--- config.mk ---
export PLATFORM = sky130hd
export DESIGN_NAME = vector_distance_metric
export DESIGN_NICKNAME = d
export VERILOG_FILES = /design/src/hdl/vdm_pkg.sv /design/src/hdl/vdm_front.sv /design/src/hdl/vdm_queue.sv /design/src/hdl/vdm_back.sv /design/src/hdl/vector_distance_metric.sv
export SDC_FILE = /design/constraint.sdc
export NUM_CORES = 1
export LEC_CHECK = 0
export BUFFER_PORTS_ARGS = -buffer_cell sky130_fd_sc_hd__buf_2
export CAP_MARGIN = 20
export CORE_UTILIZATION = 65
export DETAILED_ROUTE_END_ITERATION = 10
export PLACE_DENSITY = 0.83
export SLEW_MARGIN = 30
export SYNTH_ARGS = -nofsm -noshare
export SYNTH_HDL_FRONTEND = slang
export SYNTH_SLANG_ARGS = --single-unit
--- constraint.sdc ---
create_clock -name clk -period 11.05 [get_ports clk]
set_clock_uncertainty 0.2 [all_clocks]
set_input_delay 0.5525 -clock clk [delete_from_list [all_inputs] [get_ports clk]]
set_output_delay 0.5525 -clock clk [all_outputs]
set_load 0.01 [all_outputs]
--- src/hdl/vdm_pkg.sv ---
// Package for the vector distance block: widths, job record and back-end states.
// Used by every module of the block; depends on nothing.
package vdm_pkg;

    localparam int MAX_DIMS = 1024;
    localparam int DIM_W    = $clog2(MAX_DIMS + 1);
    localparam int COORD_W  = 16;
    localparam int MAG_W    = 16;
    localparam int TERM_W   = 32;
    localparam int SUM_W    = 42;
    localparam int ROOT_W   = 44;
    localparam logic [SUM_W-1:0] SUM_MAX = {SUM_W{1'b1}};

    localparam logic MODE_EUCLID    = 1'b0;
    localparam logic MODE_MANHATTAN = 1'b1;

    typedef struct packed {
        logic [SUM_W-1:0] sum;
        logic             mode;
    } vdm_job_t;

    typedef enum logic [1:0] {
        BK_IDLE,
        BK_ROOT,
        BK_HOLD
    } vdm_state_t;

endpackage

--- src/hdl/vdm_front.sv ---
// Front end: takes coordinate pairs, forms the per-pair term and accumulates it.
// Holds the metric mode register and hands finished sums on as jobs; uses vdm_pkg.
module vdm_front (
    input  logic                          clk,
    input  logic                          rst_n,
    input  logic                          push,
    output logic                          full,
    input  logic signed [15:0]            coord_a,
    input  logic signed [15:0]            coord_b,
    input  logic                          last_coord,
    input  logic                          cfg_valid,
    output logic                          cfg_ready,
    input  logic                          cfg_data,
    output logic                          job_push,
    output vdm_pkg::vdm_job_t             job,
    input  logic                          job_full
);
    import vdm_pkg::*;

    logic                mode_reg;
    logic [DIM_W-1:0]    dim_cnt_reg, dim_cnt_next;
    logic                s1_valid_reg, s1_valid_next;
    logic [TERM_W-1:0]   s1_term_reg;
    logic                s1_last_reg;
    logic                s1_mode_reg;
    logic                s1_sat_reg;
    logic [SUM_W-1:0]    sum_reg, sum_next;

    logic                take;
    logic                s1_load;
    logic                s2_go;
    logic [COORD_W:0]    diff;
    logic [MAG_W-1:0]    mag;
    logic [TERM_W-1:0]   sq;
    logic [TERM_W-1:0]   term;
    logic                sat_now;
    logic [SUM_W:0]      sum_add;
    logic [SUM_W-1:0]    sum_new;

    assign cfg_ready = 1'b1;

    assign s2_go   = s1_valid_reg && (!s1_last_reg || !job_full);
    assign full    = s1_valid_reg && !s2_go;
    assign take    = push && !full;
    assign s1_load = !s1_valid_reg || s2_go;

    assign diff    = {coord_a[COORD_W-1], coord_a} - {coord_b[COORD_W-1], coord_b};
    assign mag     = diff[COORD_W] ? MAG_W'(~diff + 1'b1) : MAG_W'(diff);
    assign sq      = mag * mag;
    assign term    = (mode_reg == MODE_MANHATTAN) ? TERM_W'(mag) : sq;
    assign sat_now = (dim_cnt_reg >= DIM_W'(MAX_DIMS));

    assign sum_add = {1'b0, sum_reg} + (SUM_W + 1)'(s1_term_reg);
    assign sum_new = (s1_sat_reg || sum_add[SUM_W]) ? SUM_MAX : sum_add[SUM_W-1:0];

    assign job_push = s2_go && s1_last_reg;
    assign job.sum  = sum_new;
    assign job.mode = s1_mode_reg;

    always_comb
    begin
        dim_cnt_next = dim_cnt_reg;
        if (take)
        begin
            if (last_coord)
                dim_cnt_next = '0;
            else if (!sat_now)
                dim_cnt_next = dim_cnt_reg + 1'b1;
        end
        s1_valid_next = s1_load ? take : s1_valid_reg;
        sum_next = sum_reg;
        if (s2_go)
            sum_next = s1_last_reg ? '0 : sum_new;
    end

    always_ff @(posedge clk or negedge rst_n)
    begin
        if (!rst_n)
        begin
            mode_reg     <= MODE_EUCLID;
            dim_cnt_reg  <= '0;
            s1_valid_reg <= 1'b0;
            sum_reg      <= '0;
        end
        else
        begin
            if (cfg_valid && cfg_ready)
                mode_reg <= cfg_data;
            dim_cnt_reg  <= dim_cnt_next;
            s1_valid_reg <= s1_valid_next;
            sum_reg      <= sum_next;
        end
    end

    always_ff @(posedge clk)
    begin
        if (s1_load && take)
        begin
            s1_term_reg <= term;
            s1_last_reg <= last_coord;
            s1_mode_reg <= mode_reg;
            s1_sat_reg  <= sat_now;
        end
    end

    a_dim_bound: assert property (@(posedge clk) disable iff (!rst_n)
        dim_cnt_reg <= DIM_W'(MAX_DIMS))
        else $error("dimension count beyond limit");

    a_no_push_full: assert property (@(posedge clk) disable iff (!rst_n)
        !(job_push && job_full))
        else $error("job pushed into a full queue");

endmodule

--- src/hdl/vdm_queue.sv ---
// Two-entry queue of finished sums between the front and back ends.
// Uses the job record of vdm_pkg.
module vdm_queue (
    input  logic               clk,
    input  logic               rst_n,
    input  logic               wr_en,
    input  vdm_pkg::vdm_job_t  wr_data,
    output logic               q_full,
    input  logic               rd_en,
    output vdm_pkg::vdm_job_t  rd_data,
    output logic               q_empty
);
    import vdm_pkg::*;

    vdm_job_t     entry_reg [2];
    logic         wr_ptr_reg, wr_ptr_next;
    logic         rd_ptr_reg, rd_ptr_next;
    logic [1:0]   count_reg, count_next;
    logic         do_wr;
    logic         do_rd;

    assign q_full  = (count_reg == 2'd2);
    assign q_empty = (count_reg == 2'd0);
    assign do_wr   = wr_en && !q_full;
    assign do_rd   = rd_en && !q_empty;
    assign rd_data = entry_reg[rd_ptr_reg];

    always_comb
    begin
        wr_ptr_next = do_wr ? !wr_ptr_reg : wr_ptr_reg;
        rd_ptr_next = do_rd ? !rd_ptr_reg : rd_ptr_reg;
        count_next  = count_reg + {1'b0, do_wr} - {1'b0, do_rd};
    end

    always_ff @(posedge clk or negedge rst_n)
    begin
        if (!rst_n)
        begin
            wr_ptr_reg <= 1'b0;
            rd_ptr_reg <= 1'b0;
            count_reg  <= 2'd0;
        end
        else
        begin
            wr_ptr_reg <= wr_ptr_next;
            rd_ptr_reg <= rd_ptr_next;
            count_reg  <= count_next;
        end
    end

    always_ff @(posedge clk)
    begin
        if (do_wr)
            entry_reg[wr_ptr_reg] <= wr_data;
    end

    a_count_bound: assert property (@(posedge clk) disable iff (!rst_n)
        count_reg <= 2'd2)
        else $error("queue count out of range");

    a_ptr_match: assert property (@(posedge clk) disable iff (!rst_n)
        (count_reg == 2'd0 || count_reg == 2'd2) |-> (wr_ptr_reg == rd_ptr_reg))
        else $error("queue pointers disagree with count");

endmodule

--- src/hdl/vdm_back.sv ---
// Back end: takes jobs from the queue, runs the digit-by-digit square root for
// euclidean jobs and holds the result register; uses vdm_pkg.
module vdm_back (
    input  logic                clk,
    input  logic                rst_n,
    input  logic                q_empty,
    input  vdm_pkg::vdm_job_t   q_data,
    output logic                q_pop,
    output logic                empty,
    input  logic                pop,
    output logic [41:0]         distance
);
    import vdm_pkg::*;

    vdm_state_t          state_reg, state_next;
    logic [SUM_W-1:0]    x_reg, x_next;
    logic [ROOT_W-1:0]   res_reg, res_next;
    logic [ROOT_W-1:0]   bit_reg, bit_next;
    logic                out_valid_reg, out_valid_next;
    logic [SUM_W-1:0]    distance_reg;
    logic                out_load;
    logic [ROOT_W-1:0]   trial;
    logic                ge;

    assign trial    = res_reg + bit_reg;
    assign ge       = (ROOT_W'(x_reg) >= trial);
    assign empty    = !out_valid_reg;
    assign distance = distance_reg;

    always_comb
    begin
        state_next     = state_reg;
        x_next         = x_reg;
        res_next       = res_reg;
        bit_next       = bit_reg;
        q_pop          = 1'b0;
        out_load       = 1'b0;
        out_valid_next = out_valid_reg && !pop;
        case (state_reg)
            BK_IDLE:
            begin
                if (!q_empty)
                begin
                    q_pop    = 1'b1;
                    x_next   = q_data.sum;
                    bit_next = ROOT_W'(1) << (SUM_W);
                    if (q_data.mode == MODE_MANHATTAN)
                    begin
                        res_next   = ROOT_W'(q_data.sum);
                        state_next = BK_HOLD;
                    end
                    else
                    begin
                        res_next   = '0;
                        state_next = BK_ROOT;
                    end
                end
            end
            BK_ROOT:
            begin
                if (ge)
                begin
                    x_next   = x_reg - SUM_W'(trial);
                    res_next = (res_reg >> 1) + bit_reg;
                end
                else
                begin
                    res_next = res_reg >> 1;
                end
                bit_next = bit_reg >> 2;
                if (bit_next == '0)
                    state_next = BK_HOLD;
            end
            BK_HOLD:
            begin
                if (!out_valid_reg || pop)
                begin
                    out_load       = 1'b1;
                    out_valid_next = 1'b1;
                    state_next     = BK_IDLE;
                end
            end
            default:
            begin
                state_next = BK_IDLE;
            end
        endcase
    end

    always_ff @(posedge clk or negedge rst_n)
    begin
        if (!rst_n)
        begin
            state_reg     <= BK_IDLE;
            out_valid_reg <= 1'b0;
        end
        else
        begin
            state_reg     <= state_next;
            out_valid_reg <= out_valid_next;
        end
    end

    always_ff @(posedge clk)
    begin
        x_reg   <= x_next;
        res_reg <= res_next;
        bit_reg <= bit_next;
        if (out_load)
            distance_reg <= res_reg[SUM_W-1:0];
    end

    a_bit_onehot: assert property (@(posedge clk) disable iff (!rst_n)
        (state_reg == BK_ROOT) |-> $onehot(bit_reg))
        else $error("root step bit is not one-hot");

    a_hold_result: assert property (@(posedge clk) disable iff (!rst_n)
        (out_valid_reg && !pop) |=> $stable(distance_reg) && out_valid_reg)
        else $error("waiting result changed");

endmodule

--- src/hdl/vector_distance_metric.sv ---
// Top level of the vector distance block: front end, job queue and back end.
// Depends on vdm_pkg, vdm_front, vdm_queue and vdm_back.
//
// Usage: coordinate pairs (signed Q8.8) are pushed one per item with push/full;
// last_coord marks the final pair of a vector. One distance per vector leaves
// through empty/pop and is shown on distance while empty is low.
// The cfg channel (cfg_valid/cfg_ready, always ready) writes metric_mode:
// 0 gives the euclidean distance, the floor square root of the summed squared
// differences; 1 gives the sum of absolute differences. Both are Q34.8.
// Throughput: one item per cycle into the two-stage accumulator while full
// is low. The back end handles one vector at a time: a manhattan result goes
// straight to the hold state, a euclidean one first runs the 22 iterations
// of the square-root unit. A two-entry job queue lets the next vector stream
// in during the root. When pop stays low the result register holds, the
// queue fills and full rises; no item or result is lost. Reset clears the
// sum, the dimension count, the queue and the result valid flag and sets
// metric_mode to 0.
module vector_distance_metric (
    input  logic                clk,
    input  logic                rst_n,
    input  logic                push,
    output logic                full,
    input  logic signed [15:0]  coord_a,
    input  logic signed [15:0]  coord_b,
    input  logic                last_coord,
    input  logic                cfg_valid,
    output logic                cfg_ready,
    input  logic                cfg_data,
    output logic                empty,
    input  logic                pop,
    output logic [41:0]         distance
);
    import vdm_pkg::*;

    logic      job_push;
    vdm_job_t  job;
    logic      job_full;
    logic      q_pop;
    vdm_job_t  q_data;
    logic      q_empty;

    vdm_front u_front (
        .clk        (clk),
        .rst_n      (rst_n),
        .push       (push),
        .full       (full),
        .coord_a    (coord_a),
        .coord_b    (coord_b),
        .last_coord (last_coord),
        .cfg_valid  (cfg_valid),
        .cfg_ready  (cfg_ready),
        .cfg_data   (cfg_data),
        .job_push   (job_push),
        .job        (job),
        .job_full   (job_full)
    );

    vdm_queue u_queue (
        .clk     (clk),
        .rst_n   (rst_n),
        .wr_en   (job_push),
        .wr_data (job),
        .q_full  (job_full),
        .rd_en   (q_pop),
        .rd_data (q_data),
        .q_empty (q_empty)
    );

    vdm_back u_back (
        .clk      (clk),
        .rst_n    (rst_n),
        .q_empty  (q_empty),
        .q_data   (q_data),
        .q_pop    (q_pop),
        .empty    (empty),
        .pop      (pop),
        .distance (distance)
    );

endmodule

==> qor.yml <==
status:
  status: "finished, final reports clean"
yosys:
  ys_types: 95
  synth-compound-area-share: 0.165
  synthXorXnorAreaFrac: 0.0642
  syn_area_um2: 28600
  synthTopCellsByArea: "edfxtp_1 28%, fa_1 12%, ha_1 10%"
  synth_top_family_by_area: "adder cells"
  synthCells: 2928
  syn_area_per_cell_um2: 9.77
  synth_top_area_cell: "edfxtp_1"
  synth-simple-area-share: 0.133
  yosysWarnings: 0
  synthFlopType: "edfxtp_1"
  synth_mux_area_frac: 0.0195
  syn_nets: 3374
  ys_seq_area_frac: 0.339
  yosys_register_bits: 333
  synthArstFlopShare: 0.186
  synth_top_area_frac: 0.284
  synth_edf_count: 271
  synthAdderAreaFrac: 0.222
clocking:
  clock_latency_ps: 540
  cts_tree: "done"
  cts_root_buffer: "clkbuf_16"
  cts_made_buffers: 36
  htreeDepth: 2
  clk_pin_slew_ps: 60
  clock-sinks: 333
  holdBufCountCts: 0
  cts_buffer_depth: 3
  cts_setup_buffers: 0
  cts.repair.resized: 0
critical_path:
  worstRegToRegCells: 23
  critPathLaunchType: "input pin"
  worstSetupEndpointType: "flop"
  cpPeakStageDelay_ps: 810
  crit_cells: 34
  crit_buf_inv: 9
  worst-setup-path-type: "input pin to flop"
  cp.required_ps: 11120
  worstPathMaxFanout: 19
  slowest_stage: "xnor2_1"
  arrival_ps: 9930
  critPathTopFamily: "adder cells"
floorplanning:
  die_area_um2: 44900
  rows: 76
  dieHeight_um: 212
  start_util: 0.661
  ioPinCount: 84
  coreArea_um2: 43300
  die_x_um: 212
timing:
  maxSlewHeadroom: 0.329
  fmax_mhz: 101
  tightest_slew_ps: 1000
  rsz0062_at_grt: "false"
  hold_viol: 0
  min_period_ps: 9860
  setup_tns_ps: 0
  drv_slew: 0
  setup_viol: 0
  fin_hold_ws_ps: 45.2
  period_share: 0.892
min_path:
  min-delay-path-class: "input pin to flop"
  hold_depth: 1
layout:
  largest_reg_flops: 86
  drive_above_1_share: 0.0811
  final_core_util: 0.714
  syn_to_final_growth_pct: 7.98
  final_cell_count_no_fill: 3583
  layout.nets: 3419
  diodes: 0
global_routing:
  grt-ovfl-total: 0
  first_global_vias: 22600
  antenna_found_initial: 0
  grt_use_total: 0.323
  grt_pass1_wl_um: 115000
  grt_max_degree: 76
run:
  drv_cap: 0
routing:
  drcViolationCount: 0
  viasPerCell: 6.26
  avgRoutedWirePerCell_um: 19.8
  ant_nets: 0
  first_pass_iters: 6
  routed_wirelength_um: 70800
  via_count: 22400
  drtIter0Drc: 2134
placed_design:
  io_buffers: 82
  place_congestion: 0.978
  dpl.cell_count: 3519
  hpwlAfterDp_um: 54000
## worst paths after layout
path | from | to | slack, ps
worst max-delay path | coord_a[5] | u_front.s1_term_reg[31]$_SDFFCE_PP0P_ | 1190
worst min-delay path | last_coord | u_front.s1_last_reg$_DFFE_PP_ | 50
worst max register to register | u_back.bit_reg[2]$_SDFFCE_PN0P_ | u_back.x_reg[2]$_DFFE_PP_ | 3430
worst min register to register | u_front.s1_mode_reg$_DFFE_PP_ | u_queue.entry_reg[1][0]$_DFFE_PP_ | 270
max in group asynchronous | rst_n | u_queue.rd_ptr_reg$_DFFE_PN0P_ | 9680
min in group asynchronous | rst_n | u_front.dim_cnt_reg[6]$_DFFE_PN0P_ | 410
## through the flow
step	setup slack, ps	instance area (um^2)
after global placement	1160	29600
final	1190	30900
after global routing	777	30900
after CTS	1390	30900
after floorplan	2090	28600
after detailed placement	836	29600
## layout by cell type, fill, tap and decap left out, drive strengths merged, types with 43 or more instances in the layout
master	instances
nand2	217
inv	316
nand3	46
nor2	256
xor2	71
nor3	55
xnor2	134
a21o	65
clkbuf	43
a21oi	176
nand2b	43
mux2i	50
dfrtp	62
a31oi	53
fa	167
buf	107
ha	240
o21ai	120
edfxtp	271
## Yosys cell counts (32+ instances only)
| library cell | count |
|---|---|
| a31oi_1 | 52 |
| nand3_1 | 46 |
| edfxtp_1 | 271 |
| nand4_1 | 38 |
| fa_1 | 167 |
| o21ai_0 | 114 |
| nand2_1 | 216 |
| nand2b_1 | 43 |
| a21oi_1 | 175 |
| nor3_1 | 55 |
| and2_1 | 38 |
| xnor2_1 | 132 |
| nor2_1 | 253 |
| dfrtp_1 | 62 |
| a21o_1 | 65 |
| ha_1 | 240 |
| clkbuf_1 | 77 |
| xor2_1 | 69 |
| inv_1 | 310 |
| mux2i_1 | 50 |
| o21a_1 | 32 |
## final cells by class
cell class	count	area, um^2
fillers	3110	12400
clock inverters	20	300
multi-input cells	2176	17400
inverters	318	1200
well taps	585	732
clock buffers	43	957
flip-flops and latches	333	9690
repair buffers	108	632
## per-layer routing
layer / part of all wire / GRT usage
met3: 0.066 / 0.0426
met4: 0.047 / 0.153
met1: 0.40 / 0.404
met5: 0 / 0
met2: 0.49 / 0.556
## cell families (layout without fill, tap and decap cells)
group,count (synthesis),in the layout
and+or+nand+nor,807,807
AOI/OAI and AO/OA,701,701
buffers and inverters,419,489
adders and majority gates,407,407
DFF,333,333
xor gates and xnor gates,205,205
muxes,55,55
other,1,1
Power is left out: the tool's default activity adds up to more than one toggle a clock period on the data nets, which glitch-free logic cannot reach.
